--- config.mk ---
export PLATFORM = sky130hd
export DESIGN_NAME = mpm_regs
export DESIGN_NICKNAME = d
export VERILOG_FILES = /design/src/mpm_pkg.sv /design/src/mpm_regs.sv
export SDC_FILE = /design/constraint.sdc
export NUM_CORES = 1
export LEC_CHECK = 0
export BUFFER_PORTS_ARGS = -buffer_cell sky130_fd_sc_hd__clkbuf_2
export CORE_MARGIN = 3
export CORE_UTILIZATION = 29
export DETAILED_ROUTE_END_ITERATION = 16
export PLACE_DENSITY_LB_ADDON = 0.25
export SLEW_MARGIN = 20
export SYNTH_ARGS = -nofsm -noshare
export SYNTH_HDL_FRONTEND = slang
export SYNTH_SLANG_ARGS = --single-unit
--- constraint.sdc ---
create_clock -name clk -period 0.8 [get_ports clk]
set_input_delay 0.04 -clock clk [delete_from_list [all_inputs] [get_ports clk]]
set_output_delay 0.04 -clock clk [all_outputs]
set_load 0.01 [all_outputs]
--- src/mpm_pkg.sv ---
// ----------------------------------------------------------------------------
// mpm_pkg
// Shared types and constants of the min-plus matrix product block.
// ----------------------------------------------------------------------------
`default_nettype none

package mpm_pkg;

	localparam int unsigned MAX_N   = 64;
	localparam int unsigned IDX_W   = $clog2(MAX_N);
	localparam int unsigned N_W     = IDX_W + 1;
	localparam int unsigned ADDR_W  = 2 * IDX_W;
	localparam int unsigned DEPTH   = MAX_N * MAX_N;
	localparam int unsigned DATA_W  = 32;
	localparam int unsigned PDATA_W = 32;
	localparam int unsigned PADDR_W = 3;
	localparam int unsigned SIZE_W  = 7;

	localparam logic [DATA_W-1:0] DIST_INF = '1;
	localparam logic [SIZE_W-1:0] SIZE_RESET = SIZE_W'(64);

	localparam logic OP_LOAD  = 1'b0;
	localparam logic OP_QUERY = 1'b1;

	localparam logic [PADDR_W-3:0] REG_MATRIX_SIZE = '0;

	typedef enum logic [1:0] {
		ST_IDLE,
		ST_RUN,
		ST_DRAIN,
		ST_DONE
	} mpm_state_t;

	typedef struct packed {
		logic             write;
		logic             capture;
		logic             issue;
		logic [IDX_W-1:0] k;
		logic             out_load;
	} mpm_cmd_t;

	typedef struct packed {
		logic pipe_busy;
		logic out_full;
		logic out_take;
	} mpm_status_t;

endpackage

`default_nettype wire

--- src/mpm_regs.sv ---
// ----------------------------------------------------------------------------
// mpm_regs
// APB register file: matrix size.
// ----------------------------------------------------------------------------
`default_nettype none

module mpm_regs (
	input  wire logic                          clk,
	input  wire logic                          arst_n,
	input  wire logic                          psel,
	input  wire logic                          penable,
	input  wire logic                          pwrite,
	input  wire logic [mpm_pkg::PADDR_W-1:0]   paddr,
	input  wire logic [mpm_pkg::PDATA_W-1:0]   pwdata,
	output logic      [mpm_pkg::PDATA_W-1:0]   prdata,
	output logic                               pready,
	output logic      [mpm_pkg::SIZE_W-1:0]    matrix_size
);

	logic [mpm_pkg::SIZE_W-1:0] size_q;
	logic                       hit;

	assign hit    = (paddr[mpm_pkg::PADDR_W-1:2] == mpm_pkg::REG_MATRIX_SIZE);
	assign pready = 1'b1;

	always_ff @(posedge clk or negedge arst_n) begin
		if (!arst_n) begin
			size_q <= mpm_pkg::SIZE_RESET;
		end else if (psel && penable && pwrite && hit) begin
			size_q <= pwdata[mpm_pkg::SIZE_W-1:0];
		end
	end

	always_comb begin
		prdata = '0;
		if (hit) begin
			prdata = mpm_pkg::PDATA_W'(size_q);
		end
	end

	assign matrix_size = size_q;

endmodule

`default_nettype wire

## Word level (Yosys, flattened, before mapping)

Index checks and enable logic that the tools add are counted.

- Memory bits (read-only): 0
- Word-level logic and storage cells: 6
- Latch bits: 0
- RAM bits: 0
- Memories kept: 0
- Bits in registers: 7

- Equal/unequal tests: 0
- Multiply operators: 0
- Add/sub/neg operators: 0
- Reduce and logical (&&, ||, !) cells: 3
- Bitwise logic cells: 1
- Div/mod/pow operators: 0
- Order comparisons: 0
- Muxes and demuxes: 1
- Shift operators: 0

Operators by type and width:

| operator | count |
|---|---|
| 7-bit 2-to-1 mux | 1 |
| 1-bit logical AND | 3 |
| 1-bit NOT | 1 |

## Longest topological paths before layout

- Depth in word-level cells: 3
- Gate-level depth with buffers: 2
- Mapped depth without buffers: 2

## Worst setup path before layout

No wires, ideal clock.

- Kind: reg2reg
- Start: register, netlist name matrix_size[0]
- End: register size_q, in the netlist matrix_size[0]
- Library setup time: 125 ps
- Data arrival time: 655 ps
- Period minus slack after synthesis: 780 ps
- Data required time: 675 ps
- Cell stages (with the launch flop): 2
- Setup slack: 20 ps
- Cells stage by stage: dfrtp_1 > mux2_2

RTL lines:

| item | RTL line | text |
|---|---|---|
| end signal: assignment | mpm_regs.sv:28 | `size_q <= mpm_pkg::SIZE_RESET;` |
| end signal: assignment | mpm_regs.sv:30 | `size_q <= pwdata[mpm_pkg::SIZE_W-1:0];` |
| end: declaration | mpm_regs.sv:20 | `logic [mpm_pkg::SIZE_W-1:0] size_q;` |

## Final worst setup path

- Start: register size_q, in the netlist matrix_size[6]
- End: output port prdata[6] (netlist bit)

- Longest elaborated chain between the ends: 1

RTL lines:

| item | RTL line | text |
|---|---|---|
| 7-bit 2-to-1 mux | mpm_regs.sv:36 | `if (hit) begin` |
| end: declaration | mpm_regs.sv:15 | `output logic [mpm_pkg::PDATA_W-1:0] prdata,` |

Every way passes these cells.

==> out/summary.md <==
In this run the critical register-to-register path is captured at matrix_size[4]. The wire-length estimate of the detail-placed layout is 784 um. The via count normalized by instance count is 3.46. The number of buffer and inverter stages on the critical path is 1, and the footprint of the multi-input gates is 288 um2.

The flow ran to the end, but the final reports show violations. For this design the ratio of total power to cell area is 1970 mW/mm2. The logs give 0 for the hold violation total from the final report and 543 um2 for the synthesized cell area.

The via count of the first global-routing pass came out at 337. After synthesis, the largest family of logic cells by area is buffers and inverters. The initial antenna violation count came out at 0.

From synthesis to final layout, the design area changed by 48.6%. The share of synthesized cell area in full adder, half adder and majority cells came out at 0. The fraction of synthesized area in multiplexers works out to 0.145. Floorplan die area: 0.00243 mm2. In the final routed layout, each cell accounts on average for 9.55 um. For hold timing, the worst endpoint is matrix_size[4]. The tools report the number of warnings reported in the yosys synthesis log as 0. In this run, the number of DRC markers left after iteration 0 of detailed routing was 0. The launch point of the worst reg-to-reg path is matrix_size[4]. The number of top-level pins was 80.

Clock tree synthesis selected as its root buffer the cell sky130_fd_sc_hd__clkbuf_4. The clock-pin slew of the registers on the worst-case setup and hold paths works out to 0.05 ns. The worst vdd rail ir drop is 1.02 mV.

The floorplan step set the die height to 49.3 um. The complex-gate fraction of the synthesized area is 0. At the end of the flow, the number of nets in the layout was 128. The number of distinct standard cells referenced by the synthesized netlist was 7; the final routed wirelength across all metal layers was 1070 um. The gate count of the mapped netlist is 50, and the post-route fraction of the period consumed by the critical path is 1.29.

Leakage power of the design: 0.478 nW. After detailed routing, the number of remaining DRC violations is 0. The clock passes through at most 2 buffers. The clock drives 7 sinks. The length of the first detailed-routing pass in iterations was 1; the area fraction in and, or, nand and nor cells after synthesis was 0.157.

TritonCTS built the clock tree. Across the whole layout, storage elements account for 176 um2. 0 antenna diodes ended up in the layout.

The tools report the total routing usage reported by global routing as 0.0823. The start point of the critical path was matrix_size[6]. The time the worst path needs with I/O delays and setup is 1.03 ns.

The run gives -2.55 ns as the total negative slack. Between clock sinks in the finished design, the worst skew comes to 0 ns. Clock latency on the worst-skew pair, taken at its later pin, is 0.24 ns.

The worst setup path is captured at an output port. The run gives 0.99 ns as the signal arrival time at the worst endpoint. Counting the buffers created by CTS gives 3. On the critical path, the stage with the largest delay is an instance of sky130_fd_sc_hd__dfstp_2. Max-cap violations in this run came to 0.

Count of nets left with antenna violations after detail routing: 0. The worst hold path belongs to the class input pin to flip-flop. The run gives 176 as the count of filler cells inserted in the layout. On the critical path the largest part of the delay comes from flip-flops. Buffers placed on the I/O ports in this run total 26. The tightest hold path in the finished design has a slack of 0.0278 ns. The setup slack of the worst register-to-register path is -0.08 ns, and the placeable core area is 0.00175 mm2. The register with the most flip-flops in the layout has 7 of them.

The maximum number of pins on one net before global-route repair was 8; the critical-path maximum fanout was 2. The final count of pins violating max slew was 0; the flip-flop and latch count after synthesis was 7. Share of the synthesized netlist area taken by xor and xnor gates: 0.

Critical path class: flip-flop to output port. Data on the critical path is required at its endpoint by 0.76 ns. The run gives 0.311 as the initial standard-cell utilization of the core.

Static timing analysis puts the maximum clock frequency at 966 MHz. The count of endpoints failing setup in the final report is 21. The floorplan has 15 rows. The ratio of cells with drive above 1 in the final layout came out at 0.609. The largest single stage delay on the critical path is 0.52 ns.

Traced cell by cell, the critical path runs through and2b_2 > buf_6. The mean instance size in the synthesized netlist came out at 10.9 um2. The final reports fail on negative setup slack. Measured in cells, the most critical reg-to-reg path has a length of 2. The depth of the worst hold-timing path came out at 2. The run gives 0.613 as the routability congestion estimate. The worst setup margin is -0.235 ns. The detailed-route via count was 387.

The launch instance of the worst min-delay path was pwdata[4]. For this run the aggregate overflow at the end of global routing stands at 0. STA classifies the critical path startpoint as a flip-flop. In this run the horizontal extent of the chip is 49.3 um. The sequential cell area fraction in the yosys report was 0.325. Setup repair after global routing could not meet its margin everywhere. The first global-routing pass estimated 1570 um of wire.

H-tree depth reported by CTS: 1.
-- layer usage --
metal,global-route usage,share of wire
met5,0,0
met4,0.0284,0
met3,0.0275,0.17
met2,0.138,0.48
met1,0.0963,0.36
-- logic make-up (layout without fill, tap and decap cells) --
kind of cell	Yosys count	in the layout
buf+inv	26	39
simple gates	8	8
mux	7	7
flops	7	7
other cells	2	26
-- where the power goes --
part | total, mW | switching (mW) | internal (mW)
Combinational | 0.786 | 0.290 | 0.496
Sequential | 0.494 | 0.0527 | 0.441
Clock | 0.311 | 0.122 | 0.190
-- metrics by stage --
stage               cell area (um2)  instances  total power [mW]  utilization  setup slack [ns]
finish                          807        112              1.59        0.462            -0.235
global route                    807        112              1.69        0.462            -0.276
CTS                             737        112              1.45        0.422            -0.261
detailed placement              607        100             0.922        0.348           -0.0313
global placement                607        100             0.914        0.348           -0.0139
floorplan                       633         74             0.828            -            0.0202
-- Yosys cell counts --
master	number	area [um2]
sky130_fd_sc_hd__conb_1	2	7.51
sky130_fd_sc_hd__dfstp_2	1	26.3
sky130_fd_sc_hd__dfrtp_1	6	150
sky130_fd_sc_hd__mux2_2	7	78.8
sky130_fd_sc_hd__nand4b_4	1	23.8
sky130_fd_sc_hd__buf_4	26	195
sky130_fd_sc_hd__and2b_2	7	61.3
-- how the worst max path moves through the flow --
stage | slack (ns) | depth (start not counted) | endpoint
final | -0.23 | 2 | prdata[6]
after global routing | -0.28 | 2 | prdata[6]
after CTS | -0.26 | 2 | prdata[6]
after detailed placement | -0.03 | 3 | matrix_size[5]
after global placement | -0.01 | 3 | matrix_size[2]
after floorplan | 0.02 | 1 | matrix_size[0]
-- cell usage in the layout, fill, tap and decap left out --
master                           n
sky130_fd_sc_hd__clkbuf_1        1
sky130_fd_sc_hd__buf_4           2
sky130_fd_sc_hd__conb_1         26
sky130_fd_sc_hd__mux2_4          7
sky130_fd_sc_hd__dlygate4sd3_1   1
sky130_fd_sc_hd__and2b_2         7
sky130_fd_sc_hd__dfrtp_1         6
sky130_fd_sc_hd__clkbuf_4        3
sky130_fd_sc_hd__buf_6          16
sky130_fd_sc_hd__dfstp_2         1
sky130_fd_sc_hd__nand4b_4        1
sky130_fd_sc_hd__clkbuf_2       16
-- cell type report --
cell class | count | area share
clock buffers | 4 | 0.0326
multi-input cells | 41 | 0.357
flip-flops and latches | 7 | 0.219
well taps | 25 | 0.0388
repair buffers | 35 | 0.353
-- what timing repair did --
item,CTS,global route
endpoints found under the setup margin,13,21
endpoints found under the hold margin,7,0
cloned,0,0
setup buffers,7,0
resized for setup,11,22
hold buffers,1,0
(Power assumes the default switching activity.)
