--- src/mpm_pkg.sv ---
// ----------------------------------------------------------------------------
// mpm_pkg
// Shared types and constants of the min-plus matrix product block.
// ----------------------------------------------------------------------------
`default_nettype none

package mpm_pkg;

	localparam int unsigned MAX_N   = 64;
	localparam int unsigned IDX_W   = $clog2(MAX_N);
	localparam int unsigned N_W     = IDX_W + 1;
	localparam int unsigned ADDR_W  = 2 * IDX_W;
	localparam int unsigned DEPTH   = MAX_N * MAX_N;
	localparam int unsigned DATA_W  = 32;
	localparam int unsigned PDATA_W = 32;
	localparam int unsigned PADDR_W = 3;
	localparam int unsigned SIZE_W  = 7;

	localparam logic [DATA_W-1:0] DIST_INF = '1;
	localparam logic [SIZE_W-1:0] SIZE_RESET = SIZE_W'(64);

	localparam logic OP_LOAD  = 1'b0;
	localparam logic OP_QUERY = 1'b1;

	localparam logic [PADDR_W-3:0] REG_MATRIX_SIZE = '0;

	typedef enum logic [1:0] {
		ST_IDLE,
		ST_RUN,
		ST_DRAIN,
		ST_DONE
	} mpm_state_t;

	typedef struct packed {
		logic             write;
		logic             capture;
		logic             issue;
		logic [IDX_W-1:0] k;
		logic             out_load;
	} mpm_cmd_t;

	typedef struct packed {
		logic pipe_busy;
		logic out_full;
		logic out_take;
	} mpm_status_t;

endpackage

`default_nettype wire

--- src/mpm_ctrl.sv ---
// ----------------------------------------------------------------------------
// mpm_ctrl
// Controller: accepts beats, sequences k over the matrix, hands off result.
// ----------------------------------------------------------------------------
`default_nettype none

module mpm_ctrl (
	input  wire logic                        clk,
	input  wire logic                        arst_n,
	input  wire logic                        in_valid,
	input  wire logic                        in_op,
	output logic                             in_ready,
	input  wire logic [mpm_pkg::SIZE_W-1:0]  matrix_size,
	input  wire mpm_pkg::mpm_status_t        status,
	output mpm_pkg::mpm_cmd_t                cmd
);

	mpm_pkg::mpm_state_t          state_q, state_d;
	logic [mpm_pkg::IDX_W-1:0]    k_q;
	logic [mpm_pkg::N_W-1:0]      n_q;
	logic [mpm_pkg::N_W-1:0]      n_eff;
	logic                         accept;
	logic                         last_k;

	assign n_eff  = (matrix_size > mpm_pkg::SIZE_W'(mpm_pkg::MAX_N))
		? mpm_pkg::N_W'(mpm_pkg::MAX_N) : mpm_pkg::N_W'(matrix_size);
	assign accept = in_valid && in_ready;
	assign last_k = ({1'b0, k_q} == (n_q - mpm_pkg::N_W'(1)));

	always_comb begin
		state_d = state_q;
		unique case (state_q)
			mpm_pkg::ST_IDLE: begin
				if (accept && in_op == mpm_pkg::OP_QUERY) begin
					state_d = (n_eff == '0) ? mpm_pkg::ST_DRAIN : mpm_pkg::ST_RUN;
				end
			end
			mpm_pkg::ST_RUN: begin
				if (last_k) begin
					state_d = mpm_pkg::ST_DRAIN;
				end
			end
			mpm_pkg::ST_DRAIN: begin
				if (!status.pipe_busy) begin
					state_d = mpm_pkg::ST_DONE;
				end
			end
			mpm_pkg::ST_DONE: begin
				if (!status.out_full || status.out_take) begin
					state_d = mpm_pkg::ST_IDLE;
				end
			end
			default: state_d = mpm_pkg::ST_IDLE;
		endcase
	end

	always_comb begin
		in_ready     = 1'b0;
		cmd          = '0;
		cmd.k        = k_q;
		unique case (state_q)
			mpm_pkg::ST_IDLE: begin
				in_ready    = 1'b1;
				cmd.write   = in_valid && in_op == mpm_pkg::OP_LOAD;
				cmd.capture = in_valid && in_op == mpm_pkg::OP_QUERY;
			end
			mpm_pkg::ST_RUN: begin
				cmd.issue = 1'b1;
			end
			mpm_pkg::ST_DRAIN: begin
			end
			mpm_pkg::ST_DONE: begin
				cmd.out_load = !status.out_full || status.out_take;
			end
			default: begin
			end
		endcase
	end

	always_ff @(posedge clk or negedge arst_n) begin
		if (!arst_n) begin
			state_q <= mpm_pkg::ST_IDLE;
			k_q     <= '0;
			n_q     <= '0;
		end else begin
			state_q <= state_d;
			if (cmd.capture) begin
				k_q <= '0;
				n_q <= n_eff;
			end else if (cmd.issue) begin
				k_q <= k_q + mpm_pkg::IDX_W'(1);
			end
		end
	end

	// a query owns the datapath until its result is handed off
	a_capture_blocks: assert property (@(posedge clk) disable iff (!arst_n)
		cmd.capture |=> !in_ready)
		else $error("input accepted while a query is in flight");

	a_k_in_range: assert property (@(posedge clk) disable iff (!arst_n)
		state_q == mpm_pkg::ST_RUN |-> ({1'b0, k_q} < n_q))
		else $error("k beyond matrix size");

endmodule

`default_nettype wire

--- config.mk ---
export PLATFORM = sky130hd
export DESIGN_NAME = mpm_ctrl
export DESIGN_NICKNAME = d
export VERILOG_FILES = /design/src/mpm_pkg.sv /design/src/mpm_ctrl.sv
export SDC_FILE = /design/constraint.sdc
export NUM_CORES = 1
export LEC_CHECK = 0
export BUFFER_PORTS_ARGS = -buffer_cell sky130_fd_sc_hd__buf_2
export CORE_MARGIN = 2
export CORE_UTILIZATION = 40
export DETAILED_ROUTE_END_ITERATION = 12
export SLEW_MARGIN = 30
export SYNTH_ARGS = -nofsm -noshare
export SYNTH_HDL_FRONTEND = slang
export SYNTH_SLANG_ARGS = --single-unit
--- constraint.sdc ---
create_clock -name clk -period 2.2 [get_ports clk]
set_input_delay 0.33 -clock clk [delete_from_list [all_inputs] [get_ports clk]]
set_output_delay 0.33 -clock clk [all_outputs]
set_load 0.03 [all_outputs]
; After elaboration in Yosys (flattened, before gate mapping)
; Index checks and enable logic that the tools add are counted.
[word_totals]
reg_bits = 15
latchBits = 0
mem_bits_rw = 0
mem_bits_ro = 0
input_bits = 14
output_inout_bits = 11
elab_cells = 38
mem_count = 0
[op_classes]
addsub = 2
mul = 0
div_mod_pow = 0
order_cmp = 1
n_eq_ne = 8
shift = 0
n_mux = 13
n_bitwise = 1
reduce_logical = 10
[ops]
columns = operator, n
row1 = 2-bit 2-to-1 mux, 6
row2 = 6-bit 2-to-1 mux, 2
row3 = 2-bit != test (second input constant), 4
row4 = 2-bit one-hot mux with 4 select lines, 1
row5 = 6-bit by 7-bit == test with 1-bit output, 1
row6 = 7-bit greater-than comparator (second input constant), 1
row7 = 7-bit zero test, 1
row8 = 7-bit 2-to-1 mux, 1
row9 = 7-bit by 1-bit subtractor with 7-bit output (second input constant), 1
row10 = 6-bit by 1-bit adder with 6-bit output (second input constant), 1
row11 = 2-bit == test (second input constant), 2
row12 = 1-bit logical AND, 4
row13 = 4-bit AND reduction, 1
row14 = 1-bit 2-to-1 mux, 3
row15 = 2-bit by 1-bit == test with 1-bit output (second input constant), 1
row16 = 2-bit zero test, 1
row17 = 2-bit nonzero test, 1
row18 = 1-bit zero test, 1
row19 = 1-bit logical OR, 1
row20 = 1-bit inverter, 1

; Longest topological paths before layout
; Gate-level depths: netlist of run 1.
[depth]
word_depth = 6
ltp_mapped = 8
ltp_nobuf = 8

; Worst setup path before layout of run 1
; Ideal clock, no wire load.
[synth_path]
path_type = register -> output
start = reg state_q[0]
end = out cmd[8] (netlist name)
t_arrival_ns = 1.721
t_required_ns = 1.870
slack_ns = 0.149
stages_incl_launch_ff = 6
n_path_buf = 1
path_cell_list = dfrtp_1 inv_1 ha_1 nand3_2 inv_2 clkbuf_1
[synth_lines]
columns = element, line_no
row1 = start: declaration, mpm_ctrl.sv:18  ; mpm_pkg::mpm_state_t state_q, state_d;
row2 = start signal: assignment, mpm_ctrl.sv:82  ; state_q <= mpm_pkg::ST_IDLE;
row3 = start signal: assignment, mpm_ctrl.sv:86  ; state_q <= state_d;
row4 = end: declaration, mpm_ctrl.sv:15  ; output mpm_pkg::mpm_cmd_t cmd

==> reports/metrics.cfg, run 1 <==
[run_status]
outcome=finished, final reports clean

[timing]
hold_violations=0
max-slew-margin-rel_pct=70.2
finalSetupViolations=0
fin_worst_skew_ps=7.12
tns_ps=0
rsz0062_at_grt=no
tightest_slew_ps=445
slew_violations=0
fmax_mhz=497
fin_crit_sh_pct=91.5
fin_crit_ps=2010

[drt]
first_pass_iters=4
via_count=925
ant_nets=0
drt-initial-drc-count=19
vias_per_cell=5.44
wl_per_cell_um=13.1
route.detailed.drc=0
totalWireLength_um=2230

[floorplanning]
rows=18
start_util_pct=41.7
ios=25
core_area_um2=2430
die_h_um=54.4
die_area_um2=2960
die_w_um=54.4

[worst_setup_path]
cp_top_family=buffers and inverters
worst-endpoint-required_ps=1870
path_class=register to primary output
r2r-end=state_q[1]
reg2reg_from=state_q[0]
reg2reg_setup_slack_ps=270
ff2ff_path_depth=6
crit_fanout=7
cpPeakStageDelay_ps=450
crit_path_end_kind=primary output
cp.arrival_ps=1680
cp-start-kind=register
critPathBufInv=3
path_cells=inv_1 > ha_1 > nand3_2 > inv_2 > buf_2
critPathSlowestCell=dfrtp_1

[cts]
clock_sinks=15
cts_buffers=3
insertion_delay_ps=290
clk_pin_slew_worst_paths_ps=100
cts_tree=built
cts_resized=0
cts_max_path_buffers=2
ctsHtreeMaxLevel=1
cts_setup_buffers=0
cts_hold_buf=1
root_buffer=clkbuf_4

[global_route]
track_usage_pct=18.4
antenna_found_initial=0
grt_pass1_wl_um=3840
grt_max_degree=16
grt_pass1_vias=827
overflow=0

[logic_synthesis]
syn_area_um2=1010
synthCells=111
yosys.cell_types.count=32
ys_warn_count=0
syn_nets=131
synth.avg_cell_area_um2=9.14
synth-seq-cells=15
ys_seq_area_share_pct=37.0

[power_and_ir_drop]
ir_drop_mv=1.11
fin_total_pwr_mw=2.02
leakage_nw=0.604
powerDensity_nw_per_um2=1660

[placement]
placed_cell_area_um2=1180
dp_hpwl_um=1770
numPortBuffers=24
place_congestion=0.864

[cells_and_area]
fin_nets=161
multi_input_area_um2=604
seqCellArea_um2=375
drive_gt1_share_pct=23.6
area_growth_pct=19.7
diodes=0
final_area_um2=1210
fill_cells=236

[min_path]
min_path_cells=3
hold_end=n_q[4]
hold_class=input port to register
min-delay-start=matrix_size[4]

[job]
maxCapViolations=0

[cell usage in the layout (no fill, tap or decap), types with 2 or more instances in the layout]
master	count
xnor2_1	6
buf_2	24
ha_1	6
clkbuf_4	3
a21oi_1	2
nand3_2	2
xor2_1	6
nand4_1	2
nand3b_1	7
o311a_1	2
nor2_1	8
o211ai_1	4
nand2_1	17
buf_4	2
dfrtp_1	15
inv_1	6
nand3_1	6
nor3_1	4
o21ai_1	2
[cell usage after synthesis]
library cell | instances | area share (%)
a21boi_0 | 1 | 0.74
a21oi_1 | 2 | 0.99
a2bb2oi_1 | 1 | 0.86
a311oi_1 | 1 | 0.86
a32oi_2 | 1 | 1.6
and3_1 | 1 | 0.62
buf_2 | 1 | 0.49
clkbuf_1 | 1 | 0.37
dfrtp_1 | 15 | 37
ha_1 | 6 | 7.4
inv_1 | 6 | 2.2
inv_2 | 1 | 0.37
mux2i_1 | 1 | 0.99
nand2_1 | 17 | 6.3
nand3_1 | 6 | 3.0
nand3_2 | 2 | 2.0
nand3b_1 | 7 | 5.2
nand4_1 | 2 | 1.2
nor2_1 | 8 | 3.0
nor3_1 | 4 | 2.0
o211a_1 | 1 | 0.99
o211ai_1 | 4 | 3.0
o21ai_0 | 1 | 0.49
o21ai_1 | 2 | 0.99
o22ai_1 | 1 | 0.62
o311a_1 | 2 | 2.0
or3_1 | 1 | 0.62
or4_1 | 1 | 0.74
or4b_1 | 1 | 0.99
xnor2_1 | 6 | 5.2
xnor3_1 | 1 | 2.2
xor2_1 | 6 | 5.2
[power breakdown]
| group | leakage (nW) | switching (mW) | total (mW) | internal [mW] |
|---|---|---|---|---|
| clock network | 0.0150 | 0.0927 | 0.163 | 0.0705 |
| registers | 0.192 | 0.176 | 0.582 | 0.406 |
| logic | 0.397 | 0.727 | 1.27 | 0.544 |
| total | 0.604 | 0.996 | 2.02 | 1.02 |
[flip-flops by register name (all words and copies together) (netlist names)]
signal,cells
n_q,7
k_q,6
state_q,2
[logic make-up (layout without fill, tap and decap cells)]
logic type,count (synthesis),in the layout,synth area share (%)
muxes,1,1,0.986
and+or+nand+nor,50,50,25.5
adders and majority gates,6,6,7.40
DFF,15,15,37.0
xor gates and xnor gates,13,13,12.6
AOI/OAI and AO/OA,17,17,13.1
buffers and inverters,9,38,3.45
[final cells by class]
type	count	share of cell area (%)
timing repair buffer	27	11.9
inverter	7	2.16
sequential	15	30.9
clock buffer	4	2.16
tap	30	3.09
multi-input combinational	87	49.7
[worst max path at each step]
stage / from / endpoint / slack, ps / cells past startpoint
2_1_floorplan: state_q[0] / cmd[8] / 150 / 5
3_3_place_gp: state_q[0] / state_q[1] / 360 / 6
3_5_place_dp: state_q[0] / state_q[1] / 300 / 6
4_1_cts: state_q[1] / cmd[8] / 190 / 5
5_1_grt: state_q[0] / cmd[8] / 60 / 5
6_report: state_q[0] / cmd[8] / 190 / 5
[worst register-to-register path, delay by kind of cell, from the launching register on]
kind | cells | cell delay [ps]
buffers and inverters | 1 | 110
AOI/OAI and AO/OA | 2 | 490
and+or+nand+nor | 2 | 560
adders and majority gates | 1 | 270
DFF | 1 | 450
[layer usage]
layer / wire, um / GRT usage, % / up-vias
met1: 964 / 24.0 / 444
li1: - / - / 453
met5: 0 / 0 / -
met4: 15 / 2.50 / 0
met3: 120 / 5.74 / 2
met2: 1130 / 30.5 / 26
[per-stage QoR]
stage | std cells | util, % | hold slack, ps | setup slack (ps)
6_report | 170 | 49.9 | 286 | 188
5_1_grt | 170 | 49.9 | 296 | 57.0
4_1_cts | 170 | 49.9 | 280 | 190
3_5_place_dp | 165 | 48.5 | 259 | 304
3_3_place_gp | 165 | 48.5 | 255 | 355
2_1_floorplan | 111 | - | 34.4 | 149
No activity file was read; power rests on OpenSTA's default activity.
==> inputs of run 2 (changes only) <==
Settings changed: TNS_END_PERCENT from default to 30.
Clock period 2.2 ns to 2.35 ns, I/O delays scaled along.
==> run 2 against run 1 <==
Against the previous run: count of clock-buffer cells in the layout fell by 1; first-iteration DRC count decreased by 16%; power fell by 6.6%; sequential cell count did not move; register-to-register slack improved by 180 ps; critical path type unchanged; highest routed layer unchanged.
==> reports/metrics.cfg, run 2 (same netlist as run 1, synthesis figures left out) <==
[run_status]
outcome=finished, final reports clean  ; unchanged

[cts]
cts_max_path_buffers=2  ; unchanged
clk_pin_slew_worst_paths_ps=100  ; about the same
ctsHtreeMaxLevel=1  ; unchanged
root_buffer=clkbuf_4  ; unchanged
cts_buffers=3  ; unchanged
insertion_delay_ps=290  ; about the same
cts_resized=0  ; unchanged
cts_tree=built  ; unchanged
clock_sinks=15  ; unchanged

[cells_and_area]
area_growth_pct=19.9  ; was 19.7%
diodes=0  ; unchanged
fin_nets=161  ; unchanged
regMostFlops=n_q  ; unchanged
mostFrequentLayoutCell=buf_2  ; unchanged
largest_reg_flops=7  ; unchanged
drive_gt1_share_pct=24.3  ; was 23.6%
top_regs=n_q x7, k_q x6, state_q x2  ; unchanged
fill_cells=231  ; was 236
utilization_pct=50.0  ; was 49.9%
layout_common_cells=24 x buf_2, 17 x nand2_1, 15 x dfrtp_1  ; unchanged

[drt]
drt-initial-drc-count=16  ; was 19
via_count=890  ; was 925
totalWireLength_um=2290  ; was 2230 um
vias_per_cell=5.24  ; was 5.44
ant_nets=0  ; unchanged
wl_per_cell_um=13.5  ; was 13.1 um
route.detailed.drc=0  ; unchanged
first_pass_iters=4  ; unchanged

[worst_setup_path]
crit_path_end_kind=primary output  ; unchanged
critPathLaunch=state_q[0]  ; unchanged
critPathSlowestCell=dfrtp_1  ; unchanged
path_cells=inv_1 > ha_1 > nand3_2 > inv_2 > buf_2  ; unchanged
cp-start-kind=register  ; unchanged
cpPeakStageDelay_ps=450  ; about the same
critPathBufInv=3  ; unchanged
reg2reg_from=state_q[0]  ; unchanged
worst-endpoint-required_ps=2000  ; was 1870 ps
crit_fanout=6  ; was 7
path_class=register to primary output  ; unchanged
cp.arrival_ps=1650  ; was 1680 ps
cp_top_family=buffers and inverters  ; unchanged

[floorplanning]
die_w_um=54.4  ; unchanged
ios=25  ; unchanged
die_h_um=54.4  ; unchanged
rows=18  ; unchanged
core_area_um2=2430  ; unchanged
die_area_um2=2960  ; unchanged
start_util_pct=41.7  ; unchanged

[timing]
fin_crit_ps=2000
fin_crit_sh_pct=85.3
fmax_mhz=499
max-slew-margin-rel_pct=68.1  ; was 70.2%
hold_violations=0  ; unchanged
slew_violations=0  ; unchanged
fin_worst_skew_ps=11.7  ; was 7.12 ps
finalSetupViolations=0  ; unchanged
rsz0062_at_grt=no  ; unchanged
tightest_slew_ps=477  ; was 445 ps
tns_ps=0  ; unchanged

[min_path]
hold_class=input port to register  ; unchanged
min-delay-start=matrix_size[5]  ; was matrix_size[4]

[placement]
place_congestion=0.823  ; was 0.864
numPortBuffers=24  ; unchanged
dp_hpwl_um=1830  ; was 1770 um

[global_route]
grt_pass1_vias=833  ; was 827
track_usage_pct=18.2  ; was 18.4%
grt_max_degree=16  ; unchanged
overflow=0  ; unchanged
antenna_found_initial=0  ; unchanged
grt_pass1_wl_um=3770  ; was 3840 um

[power_and_ir_drop]
powerDensity_nw_per_um2=1550  ; was 1660 nW/um2
leakage_nw=0.607  ; was 0.604 nW
fin_total_pwr_mw=1.88  ; was 2.02 mW
ir_drop_mv=0.753  ; was 1.11 mV

[job]
maxCapViolations=0  ; unchanged

run 2: cell count changes in the layout (fill, tap and decap cells not counted):
cell | previous run | this run
clkbuf_1 | 1 | 0
clkinv_2 | 0 | 1
run 2: per-layer routing:
| metal | share of wire [%] | GRT usage, % | up-vias |
|---|---|---|---|
| li1 | - | - | 452 |
| met1 | 46 | 20.8 | 417 |
| met2 | 50 | 32.1 | 14 |
| met3 | 2.5 | 3.83 | 7 |
| met4 | 2.1 | 8.33 | 0 |
| met5 | 0 | 0 | - |
run 2: repair_timing:
action,CTS,global route
hold buffers,1,0
buffers inserted,0,0
endpoints found under the hold margin,15,0
run 2: cell type report:
cell class	count	area [um2]	area share, %
multi-input combinational	87	604	49.7
sequential	15	375	30.9
timing repair buffer	27	145	11.9
tap	30	37.5	3.09
inverter	7	26.3	2.16
clock buffer	3	22.5	1.85
clock inverter	1	5.00	0.412
run 2: through the flow:
| stage | cells | worst slack (ps) | instance area [um2] | hold slack (ps) |
|---|---|---|---|---|
| global placement | 165 | 501 | 1180 | 277 |
| CTS | 170 | 330 | 1220 | 304 |
| floorplan | 111 | 277 | 1010 | 56.9 |
| detailed placement | 165 | 469 | 1180 | 283 |
| global route | 170 | 193 | 1220 | 317 |
| finish | 170 | 346 | 1220 | 304 |
run 2: where the power goes:
part	internal, mW	total, mW	switching (mW)
Clock	0.0633	0.153	0.0900
Combinational	0.508	1.19	0.680
Sequential	0.380	0.543	0.163
Total	0.951	1.88	0.933
run 2: worst paths after layout:
check                      cells after the start    endpoint  slack (ps)
max in group asynchronous                      2      n_q[2]        1600
setup / recovery                               5      cmd[8]         350
setup reg to reg                               7  state_q[1]         450
hold / removal                                 3      n_q[5]         300
hold reg to reg                                2      n_q[3]         540
min in group asynchronous                      2      k_q[2]         480
run 2: worst min-delay path, stage by stage:
cell	delay [ps]
buf_2	90
nand3b_1	70
nand2_1	60
